`src/rtl/pmr_pkg.sv`:
```
// Shared types, constants and the per-axis cursor move function for the
// PS/2 mouse receiver. No dependencies.
`default_nettype none

package pmr_pkg;

  // Field widths fixed by the item formats.
  localparam int POS_BITS   = 10;
  localparam int BYTE_BITS  = 8;
  localparam int IDX_BITS   = 3;
  localparam int DATA_BITS  = 10;
  localparam int EDGE_BITS  = 4;

  // Frame layout: start, eight data bits, parity, stop.
  localparam logic [EDGE_BITS-1:0] FIRST_DATA_EDGE = 4'd2;
  localparam logic [EDGE_BITS-1:0] LAST_DATA_EDGE  = 4'd9;
  localparam logic [EDGE_BITS-1:0] FRAME_EDGES     = 4'd11;

  // Packet byte 0 bit positions.
  localparam int LEFT_BIT   = 0;
  localparam int RIGHT_BIT  = 1;
  localparam int X_SIGN_BIT = 4;
  localparam int Y_SIGN_BIT = 5;

  // Bias of the nine-bit two's complement move.
  localparam logic [8:0] MOVE_BIAS = 9'd256;

  // Register reset values.
  localparam logic [POS_BITS-1:0] X_MAX_RST  = 10'd479;
  localparam logic [POS_BITS-1:0] Y_MAX_RST  = 10'd271;
  localparam logic [POS_BITS-1:0] X_HOME_RST = 10'd240;
  localparam logic [POS_BITS-1:0] Y_HOME_RST = 10'd136;

  // Default depth of the command queue between front and back.
  localparam int QUEUE_DEPTH_DEF = 2;

  // Configuration register indexes.
  typedef enum logic [IDX_BITS-1:0] {
    REG_CAPTURE = 3'd0,
    REG_X_MAX   = 3'd1,
    REG_Y_MAX   = 3'd2,
    REG_X_HOME  = 3'd3,
    REG_Y_HOME  = 3'd4
  } cfg_reg_t;

  // Input request kinds.
  typedef enum logic {
    REQ_EDGE = 1'b0,
    REQ_HOME = 1'b1
  } req_kind_t;

  // Commands passed from the frame front end to the cursor back end.
  typedef enum logic {
    CMD_BYTE = 1'b0,
    CMD_HOME = 1'b1
  } cmd_kind_t;

  typedef struct packed {
    logic req_type;
    logic data_level;
  } in_item_t;

  typedef struct packed {
    logic [BYTE_BITS-1:0] rx_byte;
    logic                 packet_done;
    logic                 left_button;
    logic                 right_button;
    logic [POS_BITS-1:0]  cursor_x;
    logic [POS_BITS-1:0]  cursor_y;
  } out_item_t;

  typedef struct packed {
    cmd_kind_t            kind;
    logic [BYTE_BITS-1:0] rx_byte;
  } cmd_t;

  typedef struct packed {
    logic                capture_enable;
    logic [POS_BITS-1:0] x_max;
    logic [POS_BITS-1:0] y_max;
    logic [POS_BITS-1:0] x_home;
    logic [POS_BITS-1:0] y_home;
  } cfg_t;

  // Move one axis by a packet delta. A negative move only applies if the
  // position stays at or above zero; a positive one only if it stays at or
  // below the limit.
  function automatic logic [POS_BITS-1:0] move_axis(
    input logic [POS_BITS-1:0]  pos,
    input logic                 negative,
    input logic [BYTE_BITS-1:0] delta,
    input logic [POS_BITS-1:0]  lim
  );
    logic [8:0]          mag;
    logic [POS_BITS:0]   sum;
    logic [POS_BITS-1:0] res;
    mag = MOVE_BIAS - {1'b0, delta};
    sum = {1'b0, pos} + {{(POS_BITS + 1 - BYTE_BITS){1'b0}}, delta};
    res = pos;
    if (negative) begin
      if ({1'b0, pos} >= {{(POS_BITS - 8){1'b0}}, mag}) begin
        res = pos - {{(POS_BITS - 9){1'b0}}, mag};
      end
    end else begin
      if (sum <= {1'b0, lim}) begin
        res = sum[POS_BITS-1:0];
      end
    end
    return res;
  endfunction

endpackage

`default_nettype wire

```
`src/rtl/pmr_front.sv`:
```
// Frame front end: counts the items of each PS/2 frame, shifts in data bits and turns
// completed bytes and home requests into queue commands. Uses pmr_pkg.
`default_nettype none

module pmr_front (
  input  wire logic             clk,
  input  wire logic             rst,
  input  wire logic             in_valid,
  output logic                  in_stall,
  input  wire pmr_pkg::in_item_t in_item,
  input  wire logic             q_full,
  output logic                  q_push,
  output pmr_pkg::cmd_t         q_cmd
);
  import pmr_pkg::*;

  logic [EDGE_BITS-1:0] edge_count;
  logic [EDGE_BITS-1:0] edge_count_next;
  logic [BYTE_BITS-1:0] shift_byte;
  logic [BYTE_BITS-1:0] shift_byte_next;
  logic [EDGE_BITS-1:0] edge_inc;
  logic                 frame_end;
  logic                 needs_push;
  logic                 take;

  // An item needs queue space only if it completes a byte or is a home.
  always_comb begin
    edge_inc   = edge_count + 4'd1;
    frame_end  = (edge_inc >= FRAME_EDGES);
    needs_push = (in_item.req_type == REQ_HOME) || frame_end;
    in_stall   = q_full && needs_push;
    take       = in_valid && !in_stall;
    q_push     = take && needs_push;
    q_cmd.kind    = (in_item.req_type == REQ_HOME) ? CMD_HOME : CMD_BYTE;
    q_cmd.rx_byte = shift_byte;
  end

  // Edge counter and shift register update.
  always_comb begin
    edge_count_next = edge_count;
    shift_byte_next = shift_byte;
    if (take) begin
      if (in_item.req_type == REQ_HOME || frame_end) begin
        edge_count_next = '0;
        shift_byte_next = '0;
      end else begin
        edge_count_next = edge_inc;
        if (edge_inc >= FIRST_DATA_EDGE && edge_inc <= LAST_DATA_EDGE) begin
          shift_byte_next = {in_item.data_level, shift_byte[BYTE_BITS-1:1]};
        end
      end
    end
  end

  always_ff @(posedge clk) begin
    if (rst) begin
      edge_count <= '0;
      shift_byte <= '0;
    end else begin
      edge_count <= edge_count_next;
      shift_byte <= shift_byte_next;
    end
  end

endmodule

`default_nettype wire

```
`src/rtl/pmr_queue.sv`:
```
// Short command queue that decouples the frame front end from the cursor
// back end. Uses pmr_pkg for the command type.
`default_nettype none

module pmr_queue #(
  parameter int DEPTH = pmr_pkg::QUEUE_DEPTH_DEF
) (
  input  wire logic          clk,
  input  wire logic          rst,
  input  wire logic          push,
  input  wire pmr_pkg::cmd_t push_cmd,
  output logic               full,
  input  wire logic          pop,
  output logic               head_valid,
  output pmr_pkg::cmd_t      head_cmd
);
  import pmr_pkg::*;

  localparam int AW = (DEPTH > 1) ? $clog2(DEPTH) : 1;
  localparam int CW = $clog2(DEPTH + 1);
  localparam logic [AW-1:0] LAST = AW'(DEPTH - 1);

  cmd_t          slots [DEPTH];
  logic [AW-1:0] wr_ptr;
  logic [AW-1:0] rd_ptr;
  logic [CW-1:0] count;
  logic          do_push;
  logic          do_pop;

  assign full       = (count == CW'(DEPTH));
  assign head_valid = (count != '0);
  assign head_cmd   = slots[rd_ptr];
  assign do_push    = push && !full;
  assign do_pop     = pop && head_valid;

  // Storage is written at the tail; no reset needed for payload.
  always_ff @(posedge clk) begin
    if (do_push) begin
      slots[wr_ptr] <= push_cmd;
    end
  end

  // Pointers and fill count.
  always_ff @(posedge clk) begin
    if (rst) begin
      wr_ptr <= '0;
      rd_ptr <= '0;
      count  <= '0;
    end else begin
      if (do_push) begin
        wr_ptr <= (wr_ptr == LAST) ? '0 : wr_ptr + 1'b1;
      end
      if (do_pop) begin
        rd_ptr <= (rd_ptr == LAST) ? '0 : rd_ptr + 1'b1;
      end
      if (do_push && !do_pop) begin
        count <= count + 1'b1;
      end else if (do_pop && !do_push) begin
        count <= count - 1'b1;
      end
    end
  end

endmodule

`default_nettype wire

```
`src/rtl/pmr_back.sv`:
```
// Cursor back end: gathers bytes into three-byte packets, applies button
// and cursor updates and holds the result register. Uses pmr_pkg.
`default_nettype none

module pmr_back (
  input  wire logic           clk,
  input  wire logic           rst,
  input  wire pmr_pkg::cfg_t  cfg,
  input  wire logic           head_valid,
  input  wire pmr_pkg::cmd_t  head_cmd,
  output logic                q_pop,
  output logic                out_valid,
  input  wire logic           out_stall,
  output pmr_pkg::out_item_t  out_item
);
  import pmr_pkg::*;

  logic [1:0]           packet_index;
  logic [1:0]           packet_index_next;
  logic [BYTE_BITS-1:0] store0;
  logic [BYTE_BITS-1:0] store1;
  logic [1:0]           buttons;
  logic [1:0]           buttons_next;
  logic [POS_BITS-1:0]  pos_x;
  logic [POS_BITS-1:0]  pos_x_next;
  logic [POS_BITS-1:0]  pos_y;
  logic [POS_BITS-1:0]  pos_y_next;
  logic                 done;
  logic                 is_home;
  logic                 load_out;
  logic                 wr_store0;
  logic                 wr_store1;

  // A home command never produces a result, so it drains even while the
  // result register is blocked.
  always_comb begin
    is_home  = (head_cmd.kind == CMD_HOME);
    q_pop    = head_valid && (is_home || !out_valid || !out_stall);
    load_out = q_pop && !is_home;
  end

  // Packet assembly and cursor update.
  always_comb begin
    packet_index_next = packet_index;
    buttons_next      = buttons;
    pos_x_next        = pos_x;
    pos_y_next        = pos_y;
    done              = 1'b0;
    wr_store0         = 1'b0;
    wr_store1         = 1'b0;
    if (q_pop) begin
      if (is_home) begin
        pos_x_next        = cfg.x_home;
        pos_y_next        = cfg.y_home;
        packet_index_next = '0;
      end else if (cfg.capture_enable) begin
        if (packet_index == 2'd0) begin
          wr_store0         = 1'b1;
          packet_index_next = 2'd1;
        end else if (packet_index == 2'd1) begin
          wr_store1         = 1'b1;
          packet_index_next = 2'd2;
        end else begin
          buttons_next      = {store0[RIGHT_BIT], store0[LEFT_BIT]};
          pos_x_next        = move_axis(pos_x, store0[X_SIGN_BIT], store1, cfg.x_max);
          pos_y_next        = move_axis(pos_y, store0[Y_SIGN_BIT], head_cmd.rx_byte,
                                        cfg.y_max);
          packet_index_next = '0;
          done              = 1'b1;
        end
      end
    end
  end

  // Packet bytes are always written before they are read.
  always_ff @(posedge clk) begin
    if (wr_store0) begin
      store0 <= head_cmd.rx_byte;
    end
    if (wr_store1) begin
      store1 <= head_cmd.rx_byte;
    end
  end

  always_ff @(posedge clk) begin
    if (rst) begin
      packet_index <= '0;
      buttons      <= '0;
      pos_x        <= X_HOME_RST;
      pos_y        <= Y_HOME_RST;
    end else begin
      packet_index <= packet_index_next;
      buttons      <= buttons_next;
      pos_x        <= pos_x_next;
      pos_y        <= pos_y_next;
    end
  end

  // Result register: filled on a byte command, emptied by a transfer.
  always_ff @(posedge clk) begin
    if (rst) begin
      out_valid <= 1'b0;
    end else if (load_out) begin
      out_valid <= 1'b1;
    end else if (!out_stall) begin
      out_valid <= 1'b0;
    end
  end

  always_ff @(posedge clk) begin
    if (load_out) begin
      out_item.rx_byte      <= head_cmd.rx_byte;
      out_item.packet_done  <= done;
      out_item.left_button  <= buttons_next[0];
      out_item.right_button <= buttons_next[1];
      out_item.cursor_x     <= pos_x_next;
      out_item.cursor_y     <= pos_y_next;
    end
  end

endmodule

`default_nettype wire

```
`src/rtl/ps2_mouse_receiver_cursor.sv`:
```
// Top level of the PS/2 mouse receiver with cursor tracking: holds the
// configuration registers and connects pmr_front, pmr_queue and pmr_back.
//
// Usage:
//   in channel (in_valid, in_stall, in_item): one item per sampled PS/2 bit
//   with the sampled data level, or a home request that reloads the home
//   position and clears the frame and packet counters.
//   out channel (out_valid, out_stall, out_item): one result per completed
//   byte with the byte, the packet-done flag, buttons and cursor position.
//   cfg channel (cfg_valid, cfg_ready, cfg_index, cfg_data): register writes,
//   always ready; unknown indexes are ignored. Write only while idle.
// Throughput: one input item per cycle while in_stall is low. The result of the eleventh
//   edge of a frame is written into the command queue and then loaded into the result
//   register.
// Stalls: edges that finish no byte are always taken. A byte-completing edge
//   or a home request waits only while the command queue is full, which, at the
//   default depth, happens only after the result register has been held by out_stall.
// Reset: counters cleared, buttons released, cursor at the reset home
//   position, registers at their reset values, queue and result empty.
`default_nettype none

module ps2_mouse_receiver_cursor #(
  parameter int QUEUE_DEPTH = pmr_pkg::QUEUE_DEPTH_DEF
) (
  input  wire logic                              clk,
  input  wire logic                              rst,
  input  wire logic                              in_valid,
  output logic                                   in_stall,
  input  wire pmr_pkg::in_item_t                 in_item,
  output logic                                   out_valid,
  input  wire logic                              out_stall,
  output pmr_pkg::out_item_t                     out_item,
  input  wire logic                              cfg_valid,
  output logic                                   cfg_ready,
  input  wire logic [pmr_pkg::IDX_BITS-1:0]      cfg_index,
  input  wire logic [pmr_pkg::DATA_BITS-1:0]     cfg_data
);
  import pmr_pkg::*;

  cfg_t cfg;
  logic q_push;
  cmd_t q_cmd;
  logic q_full;
  logic q_pop;
  logic head_valid;
  cmd_t head_cmd;

  assign cfg_ready = 1'b1;

  // Configuration registers.
  always_ff @(posedge clk) begin
    if (rst) begin
      cfg.capture_enable <= 1'b0;
      cfg.x_max          <= X_MAX_RST;
      cfg.y_max          <= Y_MAX_RST;
      cfg.x_home         <= X_HOME_RST;
      cfg.y_home         <= Y_HOME_RST;
    end else if (cfg_valid && cfg_ready) begin
      case (cfg_index)
        REG_CAPTURE: cfg.capture_enable <= cfg_data[0];
        REG_X_MAX:   cfg.x_max          <= cfg_data[POS_BITS-1:0];
        REG_Y_MAX:   cfg.y_max          <= cfg_data[POS_BITS-1:0];
        REG_X_HOME:  cfg.x_home         <= cfg_data[POS_BITS-1:0];
        REG_Y_HOME:  cfg.y_home         <= cfg_data[POS_BITS-1:0];
        default: begin
        end
      endcase
    end
  end

  pmr_front u_front (
    .clk      (clk),
    .rst      (rst),
    .in_valid (in_valid),
    .in_stall (in_stall),
    .in_item  (in_item),
    .q_full   (q_full),
    .q_push   (q_push),
    .q_cmd    (q_cmd)
  );

  pmr_queue #(
    .DEPTH (QUEUE_DEPTH)
  ) u_queue (
    .clk        (clk),
    .rst        (rst),
    .push       (q_push),
    .push_cmd   (q_cmd),
    .full       (q_full),
    .pop        (q_pop),
    .head_valid (head_valid),
    .head_cmd   (head_cmd)
  );

  pmr_back u_back (
    .clk        (clk),
    .rst        (rst),
    .cfg        (cfg),
    .head_valid (head_valid),
    .head_cmd   (head_cmd),
    .q_pop      (q_pop),
    .out_valid  (out_valid),
    .out_stall  (out_stall),
    .out_item   (out_item)
  );

endmodule

`default_nettype wire

```
`config.mk`:
```
export PLATFORM = sky130hd
export DESIGN_NAME = ps2_mouse_receiver_cursor
export DESIGN_NICKNAME = d
export VERILOG_FILES = /design/src/rtl/pmr_pkg.sv /design/src/rtl/pmr_front.sv /design/src/rtl/pmr_queue.sv /design/src/rtl/pmr_back.sv /design/src/rtl/ps2_mouse_receiver_cursor.sv
export SDC_FILE = /design/constraint.sdc
export NUM_CORES = 1
export LEC_CHECK = 0
export BUFFER_PORTS_ARGS = -buffer_cell sky130_fd_sc_hd__buf_2
export CORE_ASPECT_RATIO = 1.1
export CORE_MARGIN = 2
export CORE_UTILIZATION = 45
export DETAILED_ROUTE_END_ITERATION = 16
export PLACE_DENSITY_LB_ADDON = 0.12
export SLEW_MARGIN = 20
export SYNTH_ARGS = -nofsm -noshare
export SYNTH_HDL_FRONTEND = slang
export SYNTH_SLANG_ARGS = --single-unit
```
`constraint.sdc`:
```
create_clock -name clk -period 11.23 [get_ports clk]
set_input_delay 0.5615 -clock clk [delete_from_list [all_inputs] [get_ports clk]]
set_output_delay 0.5615 -clock clk [all_outputs]
set_load 0.05 [all_outputs]
```
== Yosys cells after proc, flatten, opt, wreduce, memory -nomap -nowiden ==
Memory sizes are Yosys's and may differ from the RTL's. A register that Yosys moved wholly into a read port is not among the register bits.
Index checks and enable logic that the tools add are counted.

* Word-level logic and storage cells: 134
* RAM bits: 18
* Flip-flop bits (word level): 127
* Output and inout port bits: 34
* Memories kept: 1
* Input bits: 20

{| class="wikitable"
|+ Memories
! name !! depth !! bits a word !! rd ports !! clocked after Yosys merged registers in !! write ports !! line !! text
|-
| u_queue.slots || 2 || 9 || 1 || 1 || 1 || pmr_queue.sv:23 || <nowiki>cmd_t slots [DEPTH];</nowiki>
|}

* Bitwise gates (word level): 2
* Muxes and demuxes: 49
* Add/subtract/negate cells: 11
* Equality and inequality tests: 7
* Order comparisons: 7
* Reductions and logical operators: 34

{| class="wikitable"
|+ Operators with widths
! cell !! count
|-
| 10-bit two-way mux || 16
|-
| 10-bit by 8-bit adder with 11-bit output || 2
|-
| 11-bit by 10-bit less-or-equal comparator with 1-bit output || 2
|-
| 2-bit two-way mux || 11
|-
| 10-bit by 9-bit greater-or-equal comparator with 1-bit output || 2
|-
| 10-bit by 9-bit subtractor with 10-bit output || 2
|-
| 1-bit two-way mux || 19
|-
| 9-bit by 8-bit subtractor with 9-bit output, first input constant || 2
|-
| 8-bit two-way mux || 2
|-
| 2-bit AND reduction || 7
|-
| 1-bit logical AND || 10
|-
| 2-bit nonzero test || 4
|-
| 1-bit logical NOT || 7
|-
| 3-bit by 2-bit == test with 1-bit output, second input constant || 2
|-
| 4-bit by 1-bit adder with 4-bit output, second input constant || 1
|-
| 4-bit by 2-bit greater-or-equal comparator with 1-bit output, second input constant || 1
|-
| 4-bit greater-or-equal comparator, second input constant || 1
|-
| 4-bit less-or-equal comparator, second input constant || 1
|-
| 4-bit two-way mux || 1
|-
| 4-bit OR reduction || 1
|-
| 3-bit by 1-bit == test with 1-bit output, second input constant || 1
|-
| 3-bit == test, second input constant || 1
|-
| 3-bit logical NOT || 1
|-
| 1-bit logical OR || 3
|-
| 8 further kinds || 10
|}

== Longest topological paths before layout ==
* Word-level depth: 12
* Depth in mapped cells: 20

== By module ==
From an unflattened synthesis, not the netlist that was laid out.

* Cells, all modules: 924
* Area total of the unflattened synthesis: 8,881.0 um^2

{| class="wikitable"
|+ Modules (own cells, without submodules)
! module !! instances !! area each (um^2) !! cells an instance
|-
| pmr_back || 1 || 5,684.2 || 642
|-
| ps2_mouse_receiver_cursor || 1 || 1,667.8 || 160
|-
| pmr_queue || 1 || 867.1 || 53
|-
| pmr_front || 1 || 661.9 || 69
|}

== Worst setup path after synthesis ==
Ideal clock, no wire load.

* Path type: register to register
* Start point: register with a tool-made name
* End point: register u_back.out_item[2] (netlist name)
* Data arrival time: 3.608 ns
* Stages on the path, launching flop included: 21
* Library setup time: 0.264 ns
* Buffers on the path: 2
* Slack: 7.358 ns
* Cell sequence: dfxtp_1 -> buf_2 -> mux2i_1 -> inv_1 -> ha_1 -> inv_1 -> fa_1 -> nor2b_1 -> o21ai_1 -> a21o_1 -> a21oi_1 -> xor2_1 -> ha_1 -> nand4_1 -> or3_1 -> o21ai_0 -> a31o_2 -> and2_1 -> buf_4 -> mux2i_1 -> a21oi_1

==> impl_results.md <==
- Wire per inst: 18.86 um
- Post-synth cell types: 78
- Max FO, Critical Path: 10
- Worst-Margin Slew: 1.092 ns
- Post-synthesis compound-gate area fraction: approximately a fifth
- Num ports: between 50 and 60
- Largest family of logic cells by synthesized area: compound AO/OA/AOI/OAI gates
- Largest net degree at the start of global routing: 65
- Yosys Warn Count: 0
- Via/cell ratio: ~5.7
- CP max stage delay: around 0.62 ns
- Cell area after synthesis: about 8400 um2
- Synth area leaders: edfxtp_1, dfxtp_1, ha_1
- Synth Instances: just over 900
- Crit end category: flip-flop
- Status: finished, final reports clean
- Slew HR: approximately 27%
- Die H: 147.7 um
- Synth Register Bits: between 100 and 150
- Tmin final: around 4.8 ns
- Setup TNS: 0 ns
- WP buf/inv: 2
- Via count: ~7000
- Horiz. Die Dim: around 130 um
- Pre-Repair DR Iteration Count: 5
- Finished Layout Cells: approximately 1200
- Final Hold Vio Count: 0
- Clock buffer depth: 2
- Register area share after synthesis: roughly two fifths
- Top cells by count, synth: nand2_1, dfxtp_1, a21oi_1
- CTS Hold Bufs: 0
- Synth Area in Simple Gates: ~17%
- HPWL Detailed: between 15000 and 20000 um
- Placed cell areas: roughly 8900 um2
- CP Launch Type: flip-flop
- Count leader, synth: nand2_1
- Postcts setup bufs: 0
- Fraction of synthesized cell area in xor and xnor cells: 4.235%
- F_max: between 200 and 250 MHz
- Async set-or-reset flop fraction in the synthesized netlist: 0%
- Placed instance count: about 1200
- Site row count: between 50 and 60
- CTS tree: built
- Top cell type's share of synthesized area: a little over a fifth
- Finished Cell Area: between 9000 and 10000 um2
- Share of cells above drive strength 1: around an eighth
- Clk Latency, worst-skew pair: around 0.43 ns
- CTS H-Tree Depth: 4
- Worst EP arrival: 5.09 ns
- Total GRT Usage: about a quarter
- Adder-cell share of the synthesized area: under 10%
- Crit-path cells: mux2i_1 -> inv_1 -> ha_1 -> a211oi_1 -> o21ai_0 -> a31oi_1 -> xor2_1 -> inv_1 -> ha_1 -> nand4_1 -> or3_1 -> o21ai_0 -> a31o_2 -> and2_1 -> mux2i_1 -> a2111oi_0
- Avg Inst Size Synth: 9.105 um2
- Initial Util: a little under half
- DRC violations left: 0
- Req. time, crit path: about 12 ns
- Period utilisation layout: about 43%
- Setup ws final: between 6 and 7 ns
- Worst hold path type: in -> reg
- CTS clk-pin slew, worst paths: ~0.070 ns
- Area Growth Syn to Fin: 12.39%
- Clk sinks: around 140
- Leakage: ~3.7 nW
- Post-place setup slack: about 6.5 ns
- Die area: a little under 20000 um2
- Main synth FF type: dfxtp_1
- Slowest cell on crit path: dfxtp_1
- Multi-input gate area: around 4600 um2
- Number of flops mapped to enable cells by yosys: 61
- Peak VDD IR: roughly 0.14 mV
- RSZ-0062 raised after global routing: false
- Grt ovf: 0
- Clk root buf: clkbuf_16
- Port bufs: between 50 and 60
- Routability congestion estimate: approximately 0.93
- Initial antenna violation count: 0
- Final setup fails: 0
- Ant. Diodes: 0
- Detail Route Antenna Nets: 0
- CP top delay family: compound AO/OA/AOI/OAI gates
- Mux cell area share after synthesis: about 3.4%
- Core area: around 18000 um2
- Clock skew: 0.01386 ns
- DR iter-0 viols: 450
- Vias in the first global route: between 6000 and 7000
- FILL cells: ~1800
- Synthesized net count: a little over 1000
- WL final: around 23000 um
- Post-CTS Resized: 0
- Final nets: 1059
- WS Path Type: reg -> reg
- Slew Limit Fails: 0
- PD cells: ~240 nW/um2
- Hold_sp: in_item[1]
- Area leader, netlist: edfxtp_1
- Seq. cell area: ~3500 um2
- First-pass GRT wire length: between 30000 and 40000 um
- Max-cap violation count: 0
- CTS buffer count: 17
## registers in the layout (all words and copies together), names as in the netlist, 8 cells and up, named ones only
signal / count
u_back.store1: 8
u_front.shift_byte: 8
u_back.out_item: 31
cfg: 41
u_back.pos_x: 10
u_back.pos_y: 10
u_queue.slots: 18
## per-stage QoR
stage               util (%)  hold slack (ns)  total power, mW
finish                 51.58           0.3897            2.244
global route           51.58           0.3836            2.384
CTS                    51.56           0.3723            2.248
detailed placement     48.45           0.4441            1.688
global placement       48.45           0.4421            1.691
floorplan                  -           0.4254            1.435
## path summary, 6_finish.rpt
| check | endpoint | slack, ns | cells past startpoint |
|---|---|---|---|
| setup / recovery | u_back.pos_y[5] | 6.45 | 16 |
| hold / removal | u_queue.slots[1][8] | 0.39 | 1 |
| setup reg to reg | u_back.pos_y[5] | 6.45 | 16 |
| hold reg to reg | cfg[9] | 0.46 | 2 |
## power breakdown
part | leakage [nW] | total, mW | switching (mW) | internal [mW]
Combinational | 2.22 | 0.997 | 0.654 | 0.343
Clock | 0.263 | 0.555 | 0.245 | 0.311
Sequential | 1.23 | 0.692 | 0.0608 | 0.631
Total | 3.72 | 2.24 | 0.960 | 1.28
## per-layer routing
metal | GRT usage, % | share of wire [%]
met1 | 31.72 | 45
met2 | 39.87 | 47
met3 | 4.733 | 5.3
met4 | 9.105 | 3.0
met5 | 0 | 0
## logic make-up (layout without fill, tap and decap cells)
logic type,after synthesis,after routing
other,1,1
adder cells (fa/ha/maj),65,65
XOR/XNOR,40,40
multiplexers,28,28
AND/OR/NAND/NOR,314,314
buffers and inverters,87,146
flip-flops,144,144
AO/OA/AOI/OAI,249,249
## area by class of cell
class                   instances  share of cell area (%)
inverters                      55                   2.174
well taps                     243                   3.202
clock buffers                  17                   4.480
multi-input cells             697                   48.51
flip-flops and latches        144                   36.79
repair buffers                 59                   3.294
clock inverters                15                   1.555
## placed cells by master, fill, tap and decap left out, types with 4 or more instances in the layout
cell type and instances:
nand2_1 131, dfxtp_1 83, a21oi_1 76, ha_1 61, edfxtp_1 61, nor2_1 57, inv_1 54, buf_2 52
nand3_1 30, o21ai_0 30, mux2i_1 23, xnor2_1 21, o211ai_1 20, xor2_1 18, clkbuf_16 17, a211oi_1 16
nor3_1 15, a31oi_1 15, nor2b_1 14, o22ai_1 11, o21a_1 10, a21o_1 9, o21ai_1 9, or2_0 8
nand2b_1 7, nor4_1 7, or3_1 7, and3_1 7, o221ai_1 7, buf_4 7, nand4_1 6, mux2_2 5
and2_1 5, clkinvlp_4 5, inv_6 5, or2_2 4, o31ai_1 4, fa_1 4
(Power assumes the default switching activity.)
